### src/design/ccpp_pkg.sv
// Shared types and codes for the class constant pool parser.
// No dependencies; every module of the block imports this package.
`timescale 1ns / 1ps

package ccpp_pkg;

  typedef struct packed {
    logic [7:0] data_byte;
    logic       start_req;
  } in_beat_t;

  typedef struct packed {
    logic [1:0]  event_res;
    logic [15:0] entry_index;
    logic [7:0]  entry_tag;
    logic [15:0] first_index;
    logic [15:0] second_index;
    logic [63:0] value_bits;
    logic [7:0]  payload_byte;
    logic        last_payload;
  } out_beat_t;

  localparam logic [1:0] EV_ENTRY   = 2'd0;
  localparam logic [1:0] EV_PAYLOAD = 2'd1;
  localparam logic [1:0] EV_DONE    = 2'd2;
  localparam logic [1:0] EV_ERROR   = 2'd3;

  localparam logic [7:0] TAG_UTF8      = 8'd1;
  localparam logic [7:0] TAG_INTEGER   = 8'd3;
  localparam logic [7:0] TAG_FLOAT     = 8'd4;
  localparam logic [7:0] TAG_LONG      = 8'd5;
  localparam logic [7:0] TAG_DOUBLE    = 8'd6;
  localparam logic [7:0] TAG_CLASS     = 8'd7;
  localparam logic [7:0] TAG_STRING    = 8'd8;
  localparam logic [7:0] TAG_FIELDREF  = 8'd9;
  localparam logic [7:0] TAG_NAME_TYPE = 8'd12;

  typedef enum logic [6:0] {
    PH_IDLE     = 7'b0000001,
    PH_COUNT_LO = 7'b0000010,
    PH_TAG      = 7'b0000100,
    PH_FIELDS   = 7'b0001000,
    PH_PAYLOAD  = 7'b0010000,
    PH_END      = 7'b0100000,
    PH_HALT     = 7'b1000000
  } phase_t;

endpackage

### src/design/class_constant_pool_parser.sv
// Constant pool parser: one byte beat in per cycle unless a held result stalls it, at most one result beat out.
// A byte accepted into the input register is decoded combinationally and its result
// beat, if any, is registered in the result register, from which out_data offers it.
// Throughput: one byte per cycle, set by the combinational decode between the
// input register and the result register; a held result with out_ready low stalls both stages.
// Reset (synchronous, rst_n low): both stages empty, parser idle awaiting start.
// Depends on ccpp_pkg, ccpp_in_reg, ccpp_core and ccpp_out_reg.
`timescale 1ns / 1ps

module class_constant_pool_parser (
  input  logic                clk,
  input  logic                rst_n,
  input  logic                in_valid,
  output logic                in_ready,
  input  ccpp_pkg::in_beat_t  in_data,
  output logic                out_valid,
  input  logic                out_ready,
  output ccpp_pkg::out_beat_t out_data
);
  import ccpp_pkg::*;

  logic      hold_valid;
  in_beat_t  hold_data;
  logic      can_load;
  logic      take;
  logic      res_vld;
  out_beat_t res;

  assign take = hold_valid && can_load;

  ccpp_in_reg u_in_reg (
    .clk        (clk),
    .rst_n      (rst_n),
    .in_valid   (in_valid),
    .in_ready   (in_ready),
    .in_data    (in_data),
    .take       (take),
    .hold_valid (hold_valid),
    .hold_data  (hold_data)
  );

  ccpp_core u_core (
    .clk     (clk),
    .rst_n   (rst_n),
    .take    (take),
    .item    (hold_data),
    .res_vld (res_vld),
    .res     (res)
  );

  ccpp_out_reg u_out_reg (
    .clk       (clk),
    .rst_n     (rst_n),
    .load      (res_vld),
    .load_data (res),
    .can_load  (can_load),
    .out_valid (out_valid),
    .out_ready (out_ready),
    .out_data  (out_data)
  );

endmodule

### src/design/ccpp_in_reg.sv
// Input register stage of the constant pool parser.
// Depends on ccpp_pkg for the input beat type.
`timescale 1ns / 1ps

module ccpp_in_reg (
  input  logic               clk,
  input  logic               rst_n,
  input  logic               in_valid,
  output logic               in_ready,
  input  ccpp_pkg::in_beat_t in_data,
  input  logic               take,
  output logic               hold_valid,
  output ccpp_pkg::in_beat_t hold_data
);
  import ccpp_pkg::*;

  logic     vld_r, vld_nxt;
  in_beat_t data_r;

  assign in_ready   = !vld_r || take;
  assign hold_valid = vld_r;
  assign hold_data  = data_r;

  always_comb begin
    vld_nxt = vld_r;
    if (in_valid && in_ready) begin
      vld_nxt = 1'b1;
    end else if (take) begin
      vld_nxt = 1'b0;
    end
  end

  always_ff @(posedge clk) begin
    if (!rst_n) begin
      vld_r <= 1'b0;
    end else begin
      vld_r <= vld_nxt;
    end
    if (in_valid && in_ready) begin
      data_r <= in_data;
    end
  end

endmodule

### src/design/ccpp_core.sv
// Parse state and per-byte decode of the constant pool stream.
// Depends on ccpp_pkg for beat types, event and tag codes and phases.
`timescale 1ns / 1ps

module ccpp_core (
  input  logic                clk,
  input  logic                rst_n,
  input  logic                take,
  input  ccpp_pkg::in_beat_t  item,
  output logic                res_vld,
  output ccpp_pkg::out_beat_t res
);
  import ccpp_pkg::*;

  phase_t      phase_r, phase_nxt;
  logic [15:0] pool_count_r, pool_count_nxt;
  logic [15:0] slot_r, slot_nxt;
  logic [7:0]  tag_r, tag_nxt;
  logic [15:0] left_r, left_nxt;
  logic [63:0] acc_r, acc_nxt;
  logic [15:0] held_r, held_nxt;

  logic [7:0]  b;
  logic [16:0] slot_sum;
  logic        end_hit;
  logic [15:0] cnt;
  logic [63:0] acc_sh;
  logic [15:0] left_dec;

  assign b        = item.data_byte;
  assign slot_sum = {1'b0, slot_r} +
                    (((tag_r == TAG_LONG) || (tag_r == TAG_DOUBLE)) ? 17'd2 : 17'd1);
  assign end_hit  = slot_sum >= {1'b0, pool_count_r};
  assign cnt      = {pool_count_r[15:8], b};
  assign acc_sh   = {acc_r[55:0], b};
  assign left_dec = left_r - 16'd1;

  always_comb begin
    phase_nxt      = phase_r;
    pool_count_nxt = pool_count_r;
    slot_nxt       = slot_r;
    tag_nxt        = tag_r;
    left_nxt       = left_r;
    acc_nxt        = acc_r;
    held_nxt       = held_r;
    res_vld        = 1'b0;
    res            = '0;
    if (take) begin
      if (item.start_req) begin
        if (phase_r == PH_END) begin
          res_vld           = 1'b1;
          res.event_res     = EV_DONE;
          res.entry_index   = pool_count_r;
        end
        pool_count_nxt = {b, 8'h00};
        slot_nxt       = '0;
        tag_nxt        = '0;
        left_nxt       = '0;
        acc_nxt        = '0;
        held_nxt       = '0;
        phase_nxt      = PH_COUNT_LO;
      end else begin
        case (phase_r)
          PH_COUNT_LO: begin
            pool_count_nxt = cnt;
            slot_nxt       = 16'd1;
            if (cnt <= 16'd1) begin
              res_vld         = 1'b1;
              res.event_res   = EV_DONE;
              res.entry_index = cnt;
              phase_nxt       = PH_IDLE;
            end else begin
              phase_nxt = PH_TAG;
            end
          end
          PH_TAG: begin
            tag_nxt = b;
            acc_nxt = '0;
            if ((b == TAG_UTF8) || (b == TAG_CLASS) || (b == TAG_STRING)) begin
              left_nxt  = 16'd2;
              phase_nxt = PH_FIELDS;
            end else if ((b == TAG_INTEGER) || (b == TAG_FLOAT) ||
                         ((b >= TAG_FIELDREF) && (b <= TAG_NAME_TYPE))) begin
              left_nxt  = 16'd4;
              phase_nxt = PH_FIELDS;
            end else if ((b == TAG_LONG) || (b == TAG_DOUBLE)) begin
              left_nxt  = 16'd8;
              phase_nxt = PH_FIELDS;
            end else begin
              res_vld         = 1'b1;
              res.event_res   = EV_ERROR;
              res.entry_index = slot_r;
              res.entry_tag   = b;
              phase_nxt       = PH_HALT;
            end
          end
          PH_FIELDS: begin
            acc_nxt  = acc_sh;
            left_nxt = left_dec;
            if (left_dec == 16'd0) begin
              res_vld         = 1'b1;
              res.event_res   = EV_ENTRY;
              res.entry_index = slot_r;
              res.entry_tag   = tag_r;
              slot_nxt        = slot_sum[15:0];
              phase_nxt       = end_hit ? PH_END : PH_TAG;
              if (tag_r == TAG_UTF8) begin
                held_nxt        = acc_sh[15:0];
                res.first_index = acc_sh[15:0];
                if (acc_sh[15:0] != 16'd0) begin
                  left_nxt  = acc_sh[15:0];
                  slot_nxt  = slot_r;
                  phase_nxt = PH_PAYLOAD;
                end
              end else if ((tag_r >= TAG_INTEGER) && (tag_r <= TAG_DOUBLE)) begin
                res.value_bits = acc_sh;
              end else if ((tag_r == TAG_CLASS) || (tag_r == TAG_STRING)) begin
                res.first_index = acc_sh[15:0];
              end else begin
                res.first_index  = acc_sh[31:16];
                res.second_index = acc_sh[15:0];
              end
            end
          end
          PH_PAYLOAD: begin
            res_vld          = 1'b1;
            res.event_res    = EV_PAYLOAD;
            res.entry_index  = slot_r;
            res.entry_tag    = tag_r;
            res.first_index  = held_r;
            res.payload_byte = b;
            res.last_payload = left_r <= 16'd1;
            left_nxt         = left_dec;
            if (left_r <= 16'd1) begin
              slot_nxt  = slot_sum[15:0];
              phase_nxt = end_hit ? PH_END : PH_TAG;
            end
          end
          PH_END: begin
            res_vld         = 1'b1;
            res.event_res   = EV_DONE;
            res.entry_index = pool_count_r;
            phase_nxt       = PH_IDLE;
          end
          default: begin
          end
        endcase
      end
    end
  end

  always_ff @(posedge clk) begin
    if (!rst_n) begin
      phase_r      <= PH_IDLE;
      pool_count_r <= '0;
      slot_r       <= '0;
      tag_r        <= '0;
      left_r       <= '0;
      acc_r        <= '0;
      held_r       <= '0;
    end else begin
      phase_r      <= phase_nxt;
      pool_count_r <= pool_count_nxt;
      slot_r       <= slot_nxt;
      tag_r        <= tag_nxt;
      left_r       <= left_nxt;
      acc_r        <= acc_nxt;
      held_r       <= held_nxt;
    end
  end

endmodule

### src/design/ccpp_out_reg.sv
// Result register of the constant pool parser.
// Depends on ccpp_pkg for the result beat type.
`timescale 1ns / 1ps

module ccpp_out_reg (
  input  logic                clk,
  input  logic                rst_n,
  input  logic                load,
  input  ccpp_pkg::out_beat_t load_data,
  output logic                can_load,
  output logic                out_valid,
  input  logic                out_ready,
  output ccpp_pkg::out_beat_t out_data
);
  import ccpp_pkg::*;

  logic      vld_r, vld_nxt;
  out_beat_t data_r;

  assign can_load  = !vld_r || out_ready;
  assign out_valid = vld_r;
  assign out_data  = data_r;

  always_comb begin
    vld_nxt = vld_r;
    if (load) begin
      vld_nxt = 1'b1;
    end else if (out_ready) begin
      vld_nxt = 1'b0;
    end
  end

  always_ff @(posedge clk) begin
    if (!rst_n) begin
      vld_r <= 1'b0;
    end else begin
      vld_r <= vld_nxt;
    end
    if (load) begin
      data_r <= load_data;
    end
  end

endmodule
### config.mk
export PLATFORM = sky130hd
export DESIGN_NAME = class_constant_pool_parser
export DESIGN_NICKNAME = d
export VERILOG_FILES = /design/src/design/ccpp_pkg.sv /design/src/design/class_constant_pool_parser.sv /design/src/design/ccpp_in_reg.sv /design/src/design/ccpp_core.sv /design/src/design/ccpp_out_reg.sv
export SDC_FILE = /design/constraint.sdc
export NUM_CORES = 1
export LEC_CHECK = 0
export BUFFER_PORTS_ARGS = -buffer_cell sky130_fd_sc_hd__buf_2
export CAP_MARGIN = 10
export CORE_MARGIN = 2
export CORE_UTILIZATION = 39
export CTS_CLUSTER_DIAMETER = 200
export DETAILED_ROUTE_END_ITERATION = 10
export PLACE_DENSITY = 0.69
export SLEW_MARGIN = 20
export SYNTH_ARGS = -nofsm -noshare
export SYNTH_HDL_FRONTEND = slang
export SYNTH_SLANG_ARGS = --single-unit
### constraint.sdc
create_clock -name clk -period 6.2 [get_ports clk]
set_input_delay 1.24 -clock clk [delete_from_list [all_inputs] [get_ports clk]]
set_output_delay 1.24 -clock clk [all_outputs]
set_load 0.01 [all_outputs]
[After elaboration in Yosys (flattened, before gate mapping)]
Index checks and enable logic that the tools add are counted.
Cells by class
  add/sub/neg operators: 2
  $lt $le $gt $ge: 7
  equality and inequality tests: 21
  muxes and demuxes: 65
  bitwise logic cells: 5
  reduce and logical (&&, ||, !) cells: 41
Operators by type and width (count)
  $mux 16: 20
  $mux 120: 1
  $pmux 56 s2: 1
  $pmux 16 s3: 2
  $pmux 18 s5: 1
  $mux 80: 1
  $mux 26: 3
  $mux 64: 1
  $eq 8x3->1 const B: 7
  $mux 56: 1
  $mux 7: 8
  $mux 18: 3
  $pmux 7 s5: 1
  $le 16x1->1 const B: 2
  $mux 32: 1
  $pmux 16 s2: 1
  $mux 8: 3
  $pmux 8 s3: 1
  $add 16x17->17: 1
  $ge 17x16->1: 1
  $eq 8x1->1 const B: 2
  $eq 8x4->1 const B: 2
  $logic_not 16->1: 1
  $reduce_bool 16->1: 1
  other kinds (35): 75
Word-level totals
  flip-flop bits (word level): 277
  bits of input ports: 13
  output and inout port bits: 133
  logic and storage cells: 161

[Depth between registers and ports, before layout]
Gate-level depths: netlist of the first run.
  word-level depth: 11
  gate-level depth with buffers: 20
  gate-level depth less buffers: 19

[By module]
From an unflattened synthesis of the first run, not the netlist that was laid out.
Second synthesis, totals
  cells, all modules: 1259
  area total of the unflattened synthesis: 12684.7 sq um
By module, submodules not included
  ccpp_core: times used 1, cells an instance 1109, area an instance 8368.0 sq um, seq. area each 2702.6 sq um
  ccpp_out_reg: times used 1, cells an instance 135, area an instance 3982.6 sq um, seq. area each 3953.8 sq um
  ccpp_in_reg: times used 1, cells an instance 14, area an instance 327.8 sq um, seq. area each 290.3 sq um
  class_constant_pool_parser: times used 1, cells an instance 1, area an instance 6.3 sq um, seq. area each 0.0 sq um

[Worst setup path before layout of the first run]
OpenSTA, ideal clock, no wires.
  path kind: input -> register
  from: input port out_ready
  to: register u_out_reg.data_r, in the netlist u_out_reg.out_data[0] (enable)
  data arrival time: 4967 ps
  required time: 5705 ps
  slack: 738 ps
  stages on the path: 7
  cells stage by stage: nand2b_1 > nand2_1 > clkbuf_1 > nor2_1 > nand2_1 > a21o_1 > nand2_1
On the way
  word-level cells in the longest chain between the ends: 3
RTL lines
  from (decl): RTL line class_constant_pool_parser.sv:17  | input logic out_ready,
  $logic_or 1x1->1: RTL line ccpp_out_reg.sv:20  | assign can_load = !vld_r || out_ready;
  $logic_and 1x1->1: RTL line class_constant_pool_parser.sv:29  | assign take = hold_valid && can_load;
  $mux 1: RTL line ccpp_core.sv:48  | if (take) begin
  net res_vld: RTL line class_constant_pool_parser.sv:26  | logic res_vld;
  to (signal assigned): RTL line ccpp_out_reg.sv:40  | data_r <= load_data;
  to (decl): RTL line ccpp_out_reg.sv:18  | out_beat_t data_r;
The timed path passes the listed nets, and every way through them passes these cells.
A chain may end at the register's enable or synchronous reset.

[Final worst setup path of the first run]
  from: register u_core.tag_r[4]
  to: register u_core.phase_r[5]
On the way
  word-level cells in the longest chain between the ends: 11
  elaborated cells on any way between the ends: 14
RTL lines
  from (decl): RTL line ccpp_core.sv:18  | logic [7:0] tag_r, tag_nxt;
  from (signal assigned): RTL line ccpp_core.sv:165  | tag_r <= tag_nxt;
  $eq 8x3->1: RTL line ccpp_core.sv:32  | (((tag_r == TAG_LONG) || (tag_r == TAG_DOUBLE)) ? 17'd2 : 17'd1);
  $logic_or 1x1->1: RTL line ccpp_core.sv:32
  $mux 2: RTL line ccpp_core.sv:32
  $add 16x17->17: RTL line ccpp_core.sv:31  | assign slot_sum = {1'b0, slot_r} +
  $ge 17x16->1: RTL line ccpp_core.sv:33  | assign end_hit = slot_sum >= {1'b0, pool_count_r};
  $mux 6: RTL line ccpp_core.sv:106, ccpp_core.sv:136
  $mux 7: RTL line ccpp_core.sv:110  | if (acc_sh[15:0] != 16'd0) begin
  $mux 7: RTL line ccpp_core.sv:107  | if (tag_r == TAG_UTF8) begin
  $mux 7: RTL line ccpp_core.sv:100  | if (left_dec == 16'd0) begin
  $pmux 7 s5 (*): RTL line ccpp_core.sv:63  | case (phase_r)
  $mux 7 (*): RTL line ccpp_core.sv:49  | if (item.start_req) begin
  to (signal assigned): RTL line ccpp_core.sv:162  | phase_r <= phase_nxt;
  to (decl): RTL line ccpp_core.sv:15  | phase_t phase_r, phase_nxt;
Every way passes the cells marked *; elsewhere a longest branch is shown, timed or not. The select of a mux whose other input is x is not followed.

==> out/metrics.cfg, run 1 <==
[outcome]
status=completed

[final_layout]
layout-drive-gt1-share=0.177
layout.nets=1447
final_common_cell=buf_2
n_fill_cell=3131
diodes=0
fin_area_um2=15300
syn_to_final_growth_pct=16.7
postLayoutCoreUtil=0.459
most-common-layout-cells=145 x buf_2, 140 x edfxtp_1, 137 x dfxtp_1

[yosys]
async_flop_share=0
synth_edf_count=140
syn-instance-count=1317
synthFlopType=edfxtp_1
synth_compound_area_frac=0.140
synth.area.mux_share=0.0276
syn_nets=1351
synth_fa_ha_area_frac=0.0207
synth_top_area_frac=0.321
synth-simple-area-share=0.221
synth_top_area_cell=edfxtp_1
synth_top_family_by_area=simple AND/OR/NAND/NOR gates
seq_area_frac_synth=0.531
synth_cell_types=76
synthesis.area_um2=13100
yosys.area_share.xor_xnor=0.0174
syn_area_per_cell_um2=9.93
synth_warnings=0
synth-seq-cells=277
ys_top_cells_by_area=edfxtp_1 32%, dfxtp_1 21%, and2_1 4.1%

[clocking]
ctsResizeCount=0
cts_setup_buffers=0
cts-hold-fix-buffers=0
cts.sinks=277
clk_pin_slew_ns=0.06
cts_made_buffers=30
h-tree-depth=1
cts-root-buf=clkbuf_16
cts_tree=yes
clk_path_buf_depth=3
insertion_delay_ns=0.57

[sta]
worst_slew_pin_slew_ns=1.11
period_needed_ns=4.63
slew_headroom=0.259
timing.fmax_mhz=216
min_period_over_period=0.747
fin_hold_ws_ns=0.445
hold_viol=0
drv_slew=0
finalSetupTns_ns=0
rsz0062_at_grt=no
skew_ns=0.0249
setup_violations=0

[placed_design]
dpl_cell_area_um2=14100
port_buffers=145
place_congestion=0.958
hpwlAfterDp_um=24800

[global_route]
grt_max_degree=66
grt_pass1_wl_um=56300
antenna_found_initial=0
grt-ovfl-total=0
grt_use_total=0.201
first_global_vias=9829

[power]
power_frac_comb=0.031
ir_worst_vdd_v=0.000203
p_total_mw=4.06
pwr-share-seq=0.479
intPower_mw=3.19
clockPowerShare=0.490
netSwitchingFraction=0.212
p_sw_mw=0.861
p_per_area_nw_per_um2=266
cellLeakagePower_nw=5.03

[worst_setup_path]
cp.required_ns=6.66
crit_arrival_ns=5.09
critPathLaunch=u_core.tag_r[4]$_SDFFE_PN0P_
crit_type=reg2reg
worstSetupStartpointType=register
cp-end-kind=register
path_max_fanout=5
crit-reg2reg-launch=u_core.tag_r[4]$_SDFFE_PN0P_

[routing]
wl_per_cell_um=19.4
drcViolationCount=0
drt_iter0_markers=998
dr.pass1.iters=8
via_count=10545
routed_wl_um=36600
ant_nets=0
drt-vias-per-instance=5.59

[die]
initial_core_util=0.393
coreArea_um2=33300
die_y_um=187
fp-row-count=67
io_pins=146
die_width_um=187
dieArea_um2=35000

[job]
maxCapViolCount=0

[hold_path]
min_from=u_core.acc_r[54]$_SDFFE_PN0P_
hold_class=reg2reg

Yosys cell counts, types with 4 or more instances:
cell type,number
clkbuf_1,91
a22oi_1,26
and2_1,85
nand3_1,66
nand2b_1,4
or3_1,4
a31oi_1,18
inv_1,34
xor2_1,12
a32oi_1,4
o21ai_0,49
o22ai_1,6
and3_1,24
mux2i_1,35
nor3_1,23
xnor2_1,14
a21oi_1,82
nand4_1,19
a22o_1,21
o21a_1,5
nand3b_1,26
nor2_1,86
nor4_1,18
nand2_1,131
o41ai_1,5
buf_2,6
ha_1,20
or3b_2,14
edfxtp_1,140
dfxtp_1,137
o21ai_1,11
a2bb2oi_1,5
nor2b_1,11
o211ai_1,8
worst max-delay path, cell delays in order, from the launching register on:
cell and delay [ns]:
dfxtp_1 0.33, or4_1 0.57, nor2_1 0.15, and3_1 0.22
inv_1 0.09, fa_1 0.48, nor2_1 0.42, nand3_1 0.26
nor2_1 0.17, xor2_1 0.21, ha_1 0.30, a211oi_1 0.21
o21ai_0 0.17, nor4_1 0.27, a21oi_1 0.10, nor3_1 0.27
nor3_1 0.08, a32o_1 0.22
cells by family after synthesis:
logic type / after synthesis
DFF: 277
muxes: 36
and+or+nand+nor: 539
xor gates and xnor gates: 26
AOI/OAI and AO/OA: 282
adders and majority gates: 21
buffers and inverters: 136
per-layer routing:
layer / track usage / routed length [µm] / share of wire
met4: 0.0641 / 925 / 0.025
met2: 0.327 / 17200 / 0.47
met3: 0.0306 / 2750 / 0.075
met1: 0.275 / 15700 / 0.43
met5: 0 / 0 / 0
through the flow:
stage | cells | setup WS, ns
2_1_floorplan | 1317 | 0.738
3_3_place_gp | 1829 | 1.72
3_5_place_dp | 1829 | 1.61
4_1_cts | 1885 | 1.58
5_1_grt | 1885 | 1.25
6_report | 1885 | 1.57
power by group through the flow:
stage / Combinational (mW) / Clock [mW] / Sequential (mW)
floorplan: 0.0925 / 0 / 1.96
detailed placement: 0.124 / 0 / 1.98
finish: 0.126 / 1.99 / 1.94
global placement: 0.124 / 0 / 1.98
global route: 0.137 / 2.09 / 1.94
CTS: 0.125 / 2.02 / 1.94
final timing paths:
path	to	slack (ns)	cells after the start
worst max-delay path	u_core.phase_r[5]$_SDFFE_PN0P_	1.57	17
worst min-delay path	u_core.acc_r[54]$_SDFFE_PN0P_	0.45	2
worst max register to register	u_core.phase_r[5]$_SDFFE_PN0P_	1.57	17
worst min register to register	u_core.acc_r[54]$_SDFFE_PN0P_	0.45	2
layout make-up:
cell class,count,area [µm²],area share
well taps,448,561,0.0367
repair buffers,165,888,0.0582
clock buffers,43,882,0.0578
inverters,35,133,0.00869
clock inverters,13,240,0.0157
flip-flops and latches,277,6950,0.455
multi-input cells,904,5610,0.368
state kept, by name (all words and copies together), names as in the netlist:
name and cells:
u_core.acc_r 56, u_core.left_r 16, u_core.pool_count_r 16, u_in_reg.hold_data 9, u_core.slot_r 16, u_out_reg.out_valid 1
u_core.tag_r 8, u_core.phase_r 7, u_out_reg.out_data 131, u_core.held_r 16, u_in_reg.hold_valid 1
Note: power is estimated with default switching activity, not from simulation.
==> run 2: changes to the inputs <==
==> constraint.sdc (replaced) <==
create_clock -name clk -period 4.3 [get_ports clk]
set_input_delay 0.86 -clock clk [delete_from_list [all_inputs] [get_ports clk]]
set_output_delay 0.86 -clock clk [all_outputs]
set_load 0.01 [all_outputs]
==> run 2 against run 1 <==
Clock skew shrank 0.011 ns. Non-clock buffer count up 23. Maximum frequency up 14%. Core utilization is 0.34 points higher. Clock power increased by 31%. Sequential share of layout area fell by 0.34 points. Combinational power is 67% higher. Sequential cell count did not move. Wire length up 0.75%. Critical path type unchanged. Highest routed layer unchanged. Via count grew 0.67%. Global-route usage grew 0.61 points. Final cell count grew 1.2%.
==> out/metrics.cfg, run 2 (synthesis results as in run 1) <==
[final_layout]
seq_area_um2=6950  ; unchanged
diodes=0  ; unchanged
most-common-layout-cells=145 x buf_2, 140 x edfxtp_1, 137 x dfxtp_1  ; unchanged
postLayoutCoreUtil=0.462  ; was 0.459
multi_input_area_um2=5630  ; was 5610 µm²
largest_reg_flops=131  ; unchanged
n_fill_cell=3112  ; was 3131
final_common_cell=buf_2  ; unchanged
syn_to_final_growth_pct=17.6  ; was 16.7%
layout-drive-gt1-share=0.192  ; was 0.177
layout.nets=1470  ; was 1447

[routing]
routed_wl_um=36900  ; was 36600 µm
ant_nets=0  ; unchanged
via_count=10616  ; was 10545
drt_iter0_markers=1016  ; was 998
dr.pass1.iters=5  ; was 8
drt-vias-per-instance=5.56  ; was 5.59
drcViolationCount=0  ; unchanged
wl_per_cell_um=19.3  ; was 19.4 µm

[worst_setup_path]
crit_type=reg2reg  ; unchanged
cp.required_ns=4.75  ; was 6.66 ns
worstSetupStartpointType=register  ; unchanged
path_max_fanout=5  ; unchanged
cp-end-kind=register  ; unchanged
crit_arrival_ns=4.50  ; was 5.09 ns

[global_route]
grt_pass1_wl_um=58200  ; was 56300 µm
grt_use_total=0.207  ; was 0.201
grt-ovfl-total=0  ; unchanged
grt_max_degree=85  ; was 66
antenna_found_initial=0  ; unchanged
first_global_vias=10196  ; was 9829

[clocking]
cts_tree=yes  ; unchanged
h-tree-depth=1  ; unchanged
cts_made_buffers=30  ; unchanged
insertion_delay_ns=0.56  ; was 0.57 ns
cts.sinks=277  ; unchanged
cts-hold-fix-buffers=0  ; unchanged
clk_pin_slew_ns=0.06  ; about the same
cts-root-buf=clkbuf_16  ; unchanged
clk_path_buf_depth=3  ; unchanged
ctsResizeCount=0  ; unchanged
cts_setup_buffers=0  ; unchanged

[die]
dieArea_um2=35000  ; unchanged
initial_core_util=0.393  ; unchanged
die_y_um=187  ; unchanged
die_width_um=187  ; unchanged
io_pins=146  ; unchanged
coreArea_um2=33300  ; unchanged
fp-row-count=67  ; unchanged

[power]
cellLeakagePower_nw=5.11  ; was 5.03 nW
ir_worst_vdd_v=0.000318  ; was 0.000203 V
p_total_mw=5.60  ; was 4.06 mW
p_per_area_nw_per_um2=364  ; was 266 nW/µm²

[sta]
fin_hold_ws_ns=0.450  ; was 0.445 ns
setup_violations=0  ; unchanged
skew_ns=0.0135  ; was 0.0249 ns
worst_slew_pin_slew_ns=1.04  ; was 1.11 ns
drv_slew=0  ; unchanged
period_needed_ns=4.05  ; was 4.63 ns
slew_headroom=0.298  ; was 0.259
min_period_over_period=0.942  ; was 0.747
timing.fmax_mhz=247  ; was 216 MHz
hold_viol=0  ; unchanged
layout_setup_ws_ns=0.248  ; was 1.57 ns

[placed_design]
hpwlAfterDp_um=25100  ; was 24800 µm
dp_slack_ns=0.0526  ; was 1.61 ns
place_congestion=0.937  ; was 0.958
port_buffers=145  ; unchanged

[outcome]
status=completed  ; unchanged

[job]
maxCapViolCount=0  ; unchanged

[hold_path]
hold_class=reg2reg  ; unchanged

[run 2: cell count changes in the layout (fill, tap and decap cells not counted), sizes merged]
cell and delta:
clkinv +12, buf +23, clkbuf -10, clkinvlp +1, bufinv -3
[run 2: power breakdown]
part | leakage (nW) | total, mW | internal, mW | switching, mW
Clock | 0.491 | 2.60 | 1.52 | 1.08
Sequential | 2.12 | 2.79 | 2.76 | 0.0238
Combinational | 2.50 | 0.211 | 0.0620 | 0.149
Total | 5.11 | 5.60 | 4.35 | 1.25
[run 2: worst max-delay path, stage by stage, from the launching register on]
cell      delay (ns)
dfxtp_1         0.34
or4_1           0.58
nor2_1          0.16
and3_1          0.22
inv_1           0.09
fa_2            0.41
nor2_2          0.15
nand3_1         0.13
nor2_1          0.14
xor2_1          0.20
ha_1            0.30
a211oi_1        0.21
o21ai_1         0.13
nor4_1          0.25
a21oi_1         0.11
nor3_2          0.24
nor3_1          0.07
a32o_1          0.21
[run 2: layout make-up]
type / instances / share of cell area
Tap cell: 448 / 0.0364
Inverter: 35 / 0.00862
Clock buffer: 33 / 0.0522
Multi-Input combinational cell: 904 / 0.366
Clock inverter: 23 / 0.0133
Timing Repair Buffer: 188 / 0.0714
Sequential cell: 277 / 0.452
[run 2: per-stage QoR]
step / area (µm²) / cells / setup TNS [ns]
4_1_cts: 15400 / 1908 / 0
5_1_grt: 15400 / 1908 / -0.0792
3_5_place_dp: 14400 / 1852 / 0
2_1_floorplan: 13100 / 1317 / 0
3_3_place_gp: 14400 / 1852 / 0
6_report: 15400 / 1908 / 0
[run 2: final timing paths]
| check | start | to | slack (ns) | cells after the start |
|---|---|---|---|---|
| worst max-delay path | u_core.tag_r[4]$_SDFFE_PN0P_ | u_core.phase_r[5]$_SDFFE_PN0P_ | 0.25 | 17 |
| worst min-delay path | u_core.acc_r[50]$_SDFFE_PN0P_ | u_core.acc_r[50]$_SDFFE_PN0P_ | 0.45 | 2 |
| worst max register to register | u_core.tag_r[4]$_SDFFE_PN0P_ | u_core.phase_r[5]$_SDFFE_PN0P_ | 0.25 | 17 |
| worst min register to register | u_core.acc_r[50]$_SDFFE_PN0P_ | u_core.acc_r[50]$_SDFFE_PN0P_ | 0.45 | 2 |
[run 2: routing by layer]
metal | vias to the layer above | wire length [µm] | track usage
met5 | - | 0 | 0
met3 | 75 | 2550 | 0.0300
met1 | 5084 | 16300 | 0.284
li1 | 5042 | - | -
met2 | 415 | 17000 | 0.338
met4 | 0 | 1030 | 0.0635
==> run 3: changes to the inputs <==
--- a/config.mk
+++ b/config.mk
@@ -5,13 +5,13 @@
 export SDC_FILE = /design/constraint.sdc
 export NUM_CORES = 1
 export LEC_CHECK = 0
-export BUFFER_PORTS_ARGS = -buffer_cell sky130_fd_sc_hd__buf_2
 export CAP_MARGIN = 10
 export CORE_MARGIN = 2
 export CORE_UTILIZATION = 39
 export CTS_CLUSTER_DIAMETER = 200
 export DETAILED_ROUTE_END_ITERATION = 10
-export PLACE_DENSITY = 0.69
+export DONT_BUFFER_PORTS = 1
+export PLACE_DENSITY = 0.65
 export SLEW_MARGIN = 20
 export SYNTH_ARGS = -nofsm -noshare
 export SYNTH_HDL_FRONTEND = slang
==> run 3 against run 2 <==
Count of clock-buffer cells in the layout grew 7. Maximum frequency increased by 0.73%. Via count is 3.9% lower. Non-clock buffer count fell by 145. Critical path type unchanged. Largest power group unchanged. Highest routed layer unchanged.
==> out/metrics.cfg, run 3 (synthesis results as in run 1) <==
[final_layout]
most-common-layout-cells=140 x edfxtp_1, 137 x dfxtp_1, 129 x nand2_1  ; was 145 x buf_2, 140 x edfxtp_1, 137 x dfxtp_1
syn_to_final_growth_pct=11.4  ; was 17.6%
fin_area_um2=14600  ; was 15400 µm²
layout-drive-gt1-share=0.0973  ; was 0.192
postLayoutCoreUtil=0.438  ; was 0.462
n_fill_cell=3187  ; was 3112
diodes=0  ; unchanged
largest_reg_flops=131  ; unchanged
layout.nets=1325  ; was 1470
final_common_cell=edfxtp_1  ; was buf_2
final_cells=1763  ; was 1908

[die]
io_pins=146  ; unchanged
die_y_um=187  ; unchanged
initial_core_util=0.393  ; unchanged
dieArea_um2=35000  ; unchanged
die_width_um=187  ; unchanged
fp-row-count=67  ; unchanged
coreArea_um2=33300  ; unchanged

[placed_design]
place_congestion=0.918  ; was 0.937
port_buffers=0  ; was 145
hpwlAfterDp_um=25600  ; was 25100 µm
dp_cells=1707  ; was 1852
dpl_cell_area_um2=13600  ; was 14400 µm²
dp_slack_ns=0.0562  ; was 0.0526 ns

[clocking]
clk_path_buf_depth=3  ; unchanged
cts-root-buf=clkbuf_16  ; unchanged
cts_tree=yes  ; unchanged
insertion_delay_ns=0.58  ; was 0.56 ns
cts.sinks=277  ; unchanged
cts_made_buffers=30  ; unchanged
h-tree-depth=1  ; unchanged
clk_pin_slew_ns=0.06  ; about the same

[hold_path]
holdPathStages=0  ; was 2
hold_class=in2reg  ; was reg2reg

[global_route]
grt-ovfl-total=0  ; unchanged
grt_util_met2=0.348  ; was 0.338
use_met1=0.289  ; was 0.284
first_global_vias=9707  ; was 10196
grt_pass1_wl_um=59200  ; was 58200 µm
grt_use_met3=0.0383  ; was 0.0300
busiest_layer=met2  ; unchanged
antenna_found_initial=1  ; was 0
grt_use_total=0.212  ; was 0.207
grt_max_degree=63  ; was 85

[worst_setup_path]
cp.required_ns=4.76  ; was 4.75 ns
slowest_delay_ns=0.56  ; was 0.58 ns
reg2reg_depth=17  ; unchanged
worstSetupStartpointType=register  ; unchanged
crit_type=reg2reg  ; unchanged
crit_top_cell=nor2_1  ; unchanged
path_max_fanout=5  ; unchanged
path_cells=or4_4 > nor2_1 > and3_1 > inv_1 > fa_2 > nor2_2 > nand3_1 > nor2_1 > xor2_1 > ha_1 > a211oi_1 > o21ai_1 > nor4_1 > a21oi_1 > nor3_2 > nor3_1 > a32o_1  ; was or4_1 > nor2_1 > and3_1 > inv_1 > fa_2 > nor2_2 > nand3_1 > nor2_1 > xor2_1 > ha_1 > a211oi_1 > o21ai_1 > nor4_1 > a21oi_1 > nor3_2 > nor3_1 > a32o_1
crit_arrival_ns=4.48  ; was 4.50 ns
cp-end-kind=register  ; unchanged
critPathSlowestCell=or4_4  ; was or4_1

[power]
p_per_area_nw_per_um2=372  ; was 364 nW/µm²
cellLeakagePower_nw=4.69  ; was 5.11 nW
p_total_mw=5.42  ; was 5.60 mW
ir_worst_vdd_v=0.000381  ; was 0.000318 V

[routing]
routed_wl_um=38000  ; was 36900 µm
drt_iter0_markers=907  ; was 1016
ant_nets=0  ; unchanged
wl_per_cell_um=21.5  ; was 19.3 µm
dr.pass1.iters=5  ; unchanged
via_count=10203  ; was 10616
drcViolationCount=0  ; unchanged
drt-vias-per-instance=5.79  ; was 5.56

[job]
maxCapViolCount=0  ; unchanged

[sta]
timing.fmax_mhz=249  ; was 247 MHz
rsz0062_at_grt=no
setup_violations=0  ; unchanged
min_period_over_period=0.936  ; was 0.942
worst_slew_pin_slew_ns=0.866  ; was 1.04 ns
skew_ns=0.0111  ; was 0.0135 ns
layout_setup_ws_ns=0.277  ; was 0.248 ns
hold_viol=0  ; unchanged
fin_hold_ws_ns=0.382  ; was 0.450 ns
slew_headroom=0.420  ; was 0.298
period_needed_ns=4.02  ; was 4.05 ns
finalSetupTns_ns=0  ; unchanged
drv_slew=0  ; unchanged

[outcome]
status=completed  ; unchanged

-- run 3: cell types whose count changed in the layout (fill, tap and decap cells not counted), moves of 2 or more --
| cell | change |
|---|---|
| buf_2 | -145 |
| bufinv_16 | -2 |
| clkbuf_1 | +9 |
| clkinv_4 | -3 |
| clkinvlp_4 | -3 |
-- run 3: cell type report --
type                       instances  area (µm²)  area share
clock buffer                      40         798      0.0548
clock inverter                    16         125     0.00859
inverter                          35         133     0.00910
multi-input combinational        904        5650       0.388
sequential                       277        6950       0.477
tap                              448         561      0.0385
timing repair buffer              43         360      0.0247
-- run 3: report_power, final --
part / internal (mW) / leakage (nW) / switching [mW]
logic: 0.0559 / 2.12 / 0.150
clock network: 1.36 / 0.452 / 1.06
registers: 2.76 / 2.12 / 0.0195
-- run 3: final timing paths --
kind	end	slack (ns)	from
worst max register to register	u_core.phase_r[5]$_SDFFE_PN0P_	0.28	u_core.tag_r[4]$_SDFFE_PN0P_
worst min-delay path	u_in_reg.hold_data[8]$_DFFE_PP_	0.38	in_data[8]
worst min register to register	u_core.acc_r[50]$_SDFFE_PN0P_	0.45	u_core.acc_r[50]$_SDFFE_PN0P_
worst max-delay path	u_core.phase_r[5]$_SDFFE_PN0P_	0.28	u_core.tag_r[4]$_SDFFE_PN0P_
-- run 3: repair_timing --
| item | in CTS | in global routing |
|---|---|---|
| endpoints found under the hold margin | 0 | 0 |
| hold buffers | 0 | 0 |
| buffers inserted | 0 | 0 |
| resized for setup | 0 | 5 |
| setup endpoints to repair | 0 | 2 |
-- run 3: worst max-delay path: cells and delay by family, from the launching register on --
family,cells,cell delay (ns)
adders and majority gates,2,0.71
AOI/OAI and AO/OA,4,0.67
DFF,1,0.34
buffers and inverters,1,0.09
xor gates and xnor gates,1,0.21
and+or+nand+nor,9,1.89
-- run 3: metal layers --
| metal | wire [µm] | vias up |
|---|---|---|
| li1 | - | 4746 |
| met1 | 16300 | 4950 |
| met2 | 17700 | 426 |
| met3 | 2930 | 81 |
| met4 | 1030 | 0 |
| met5 | 0 | - |
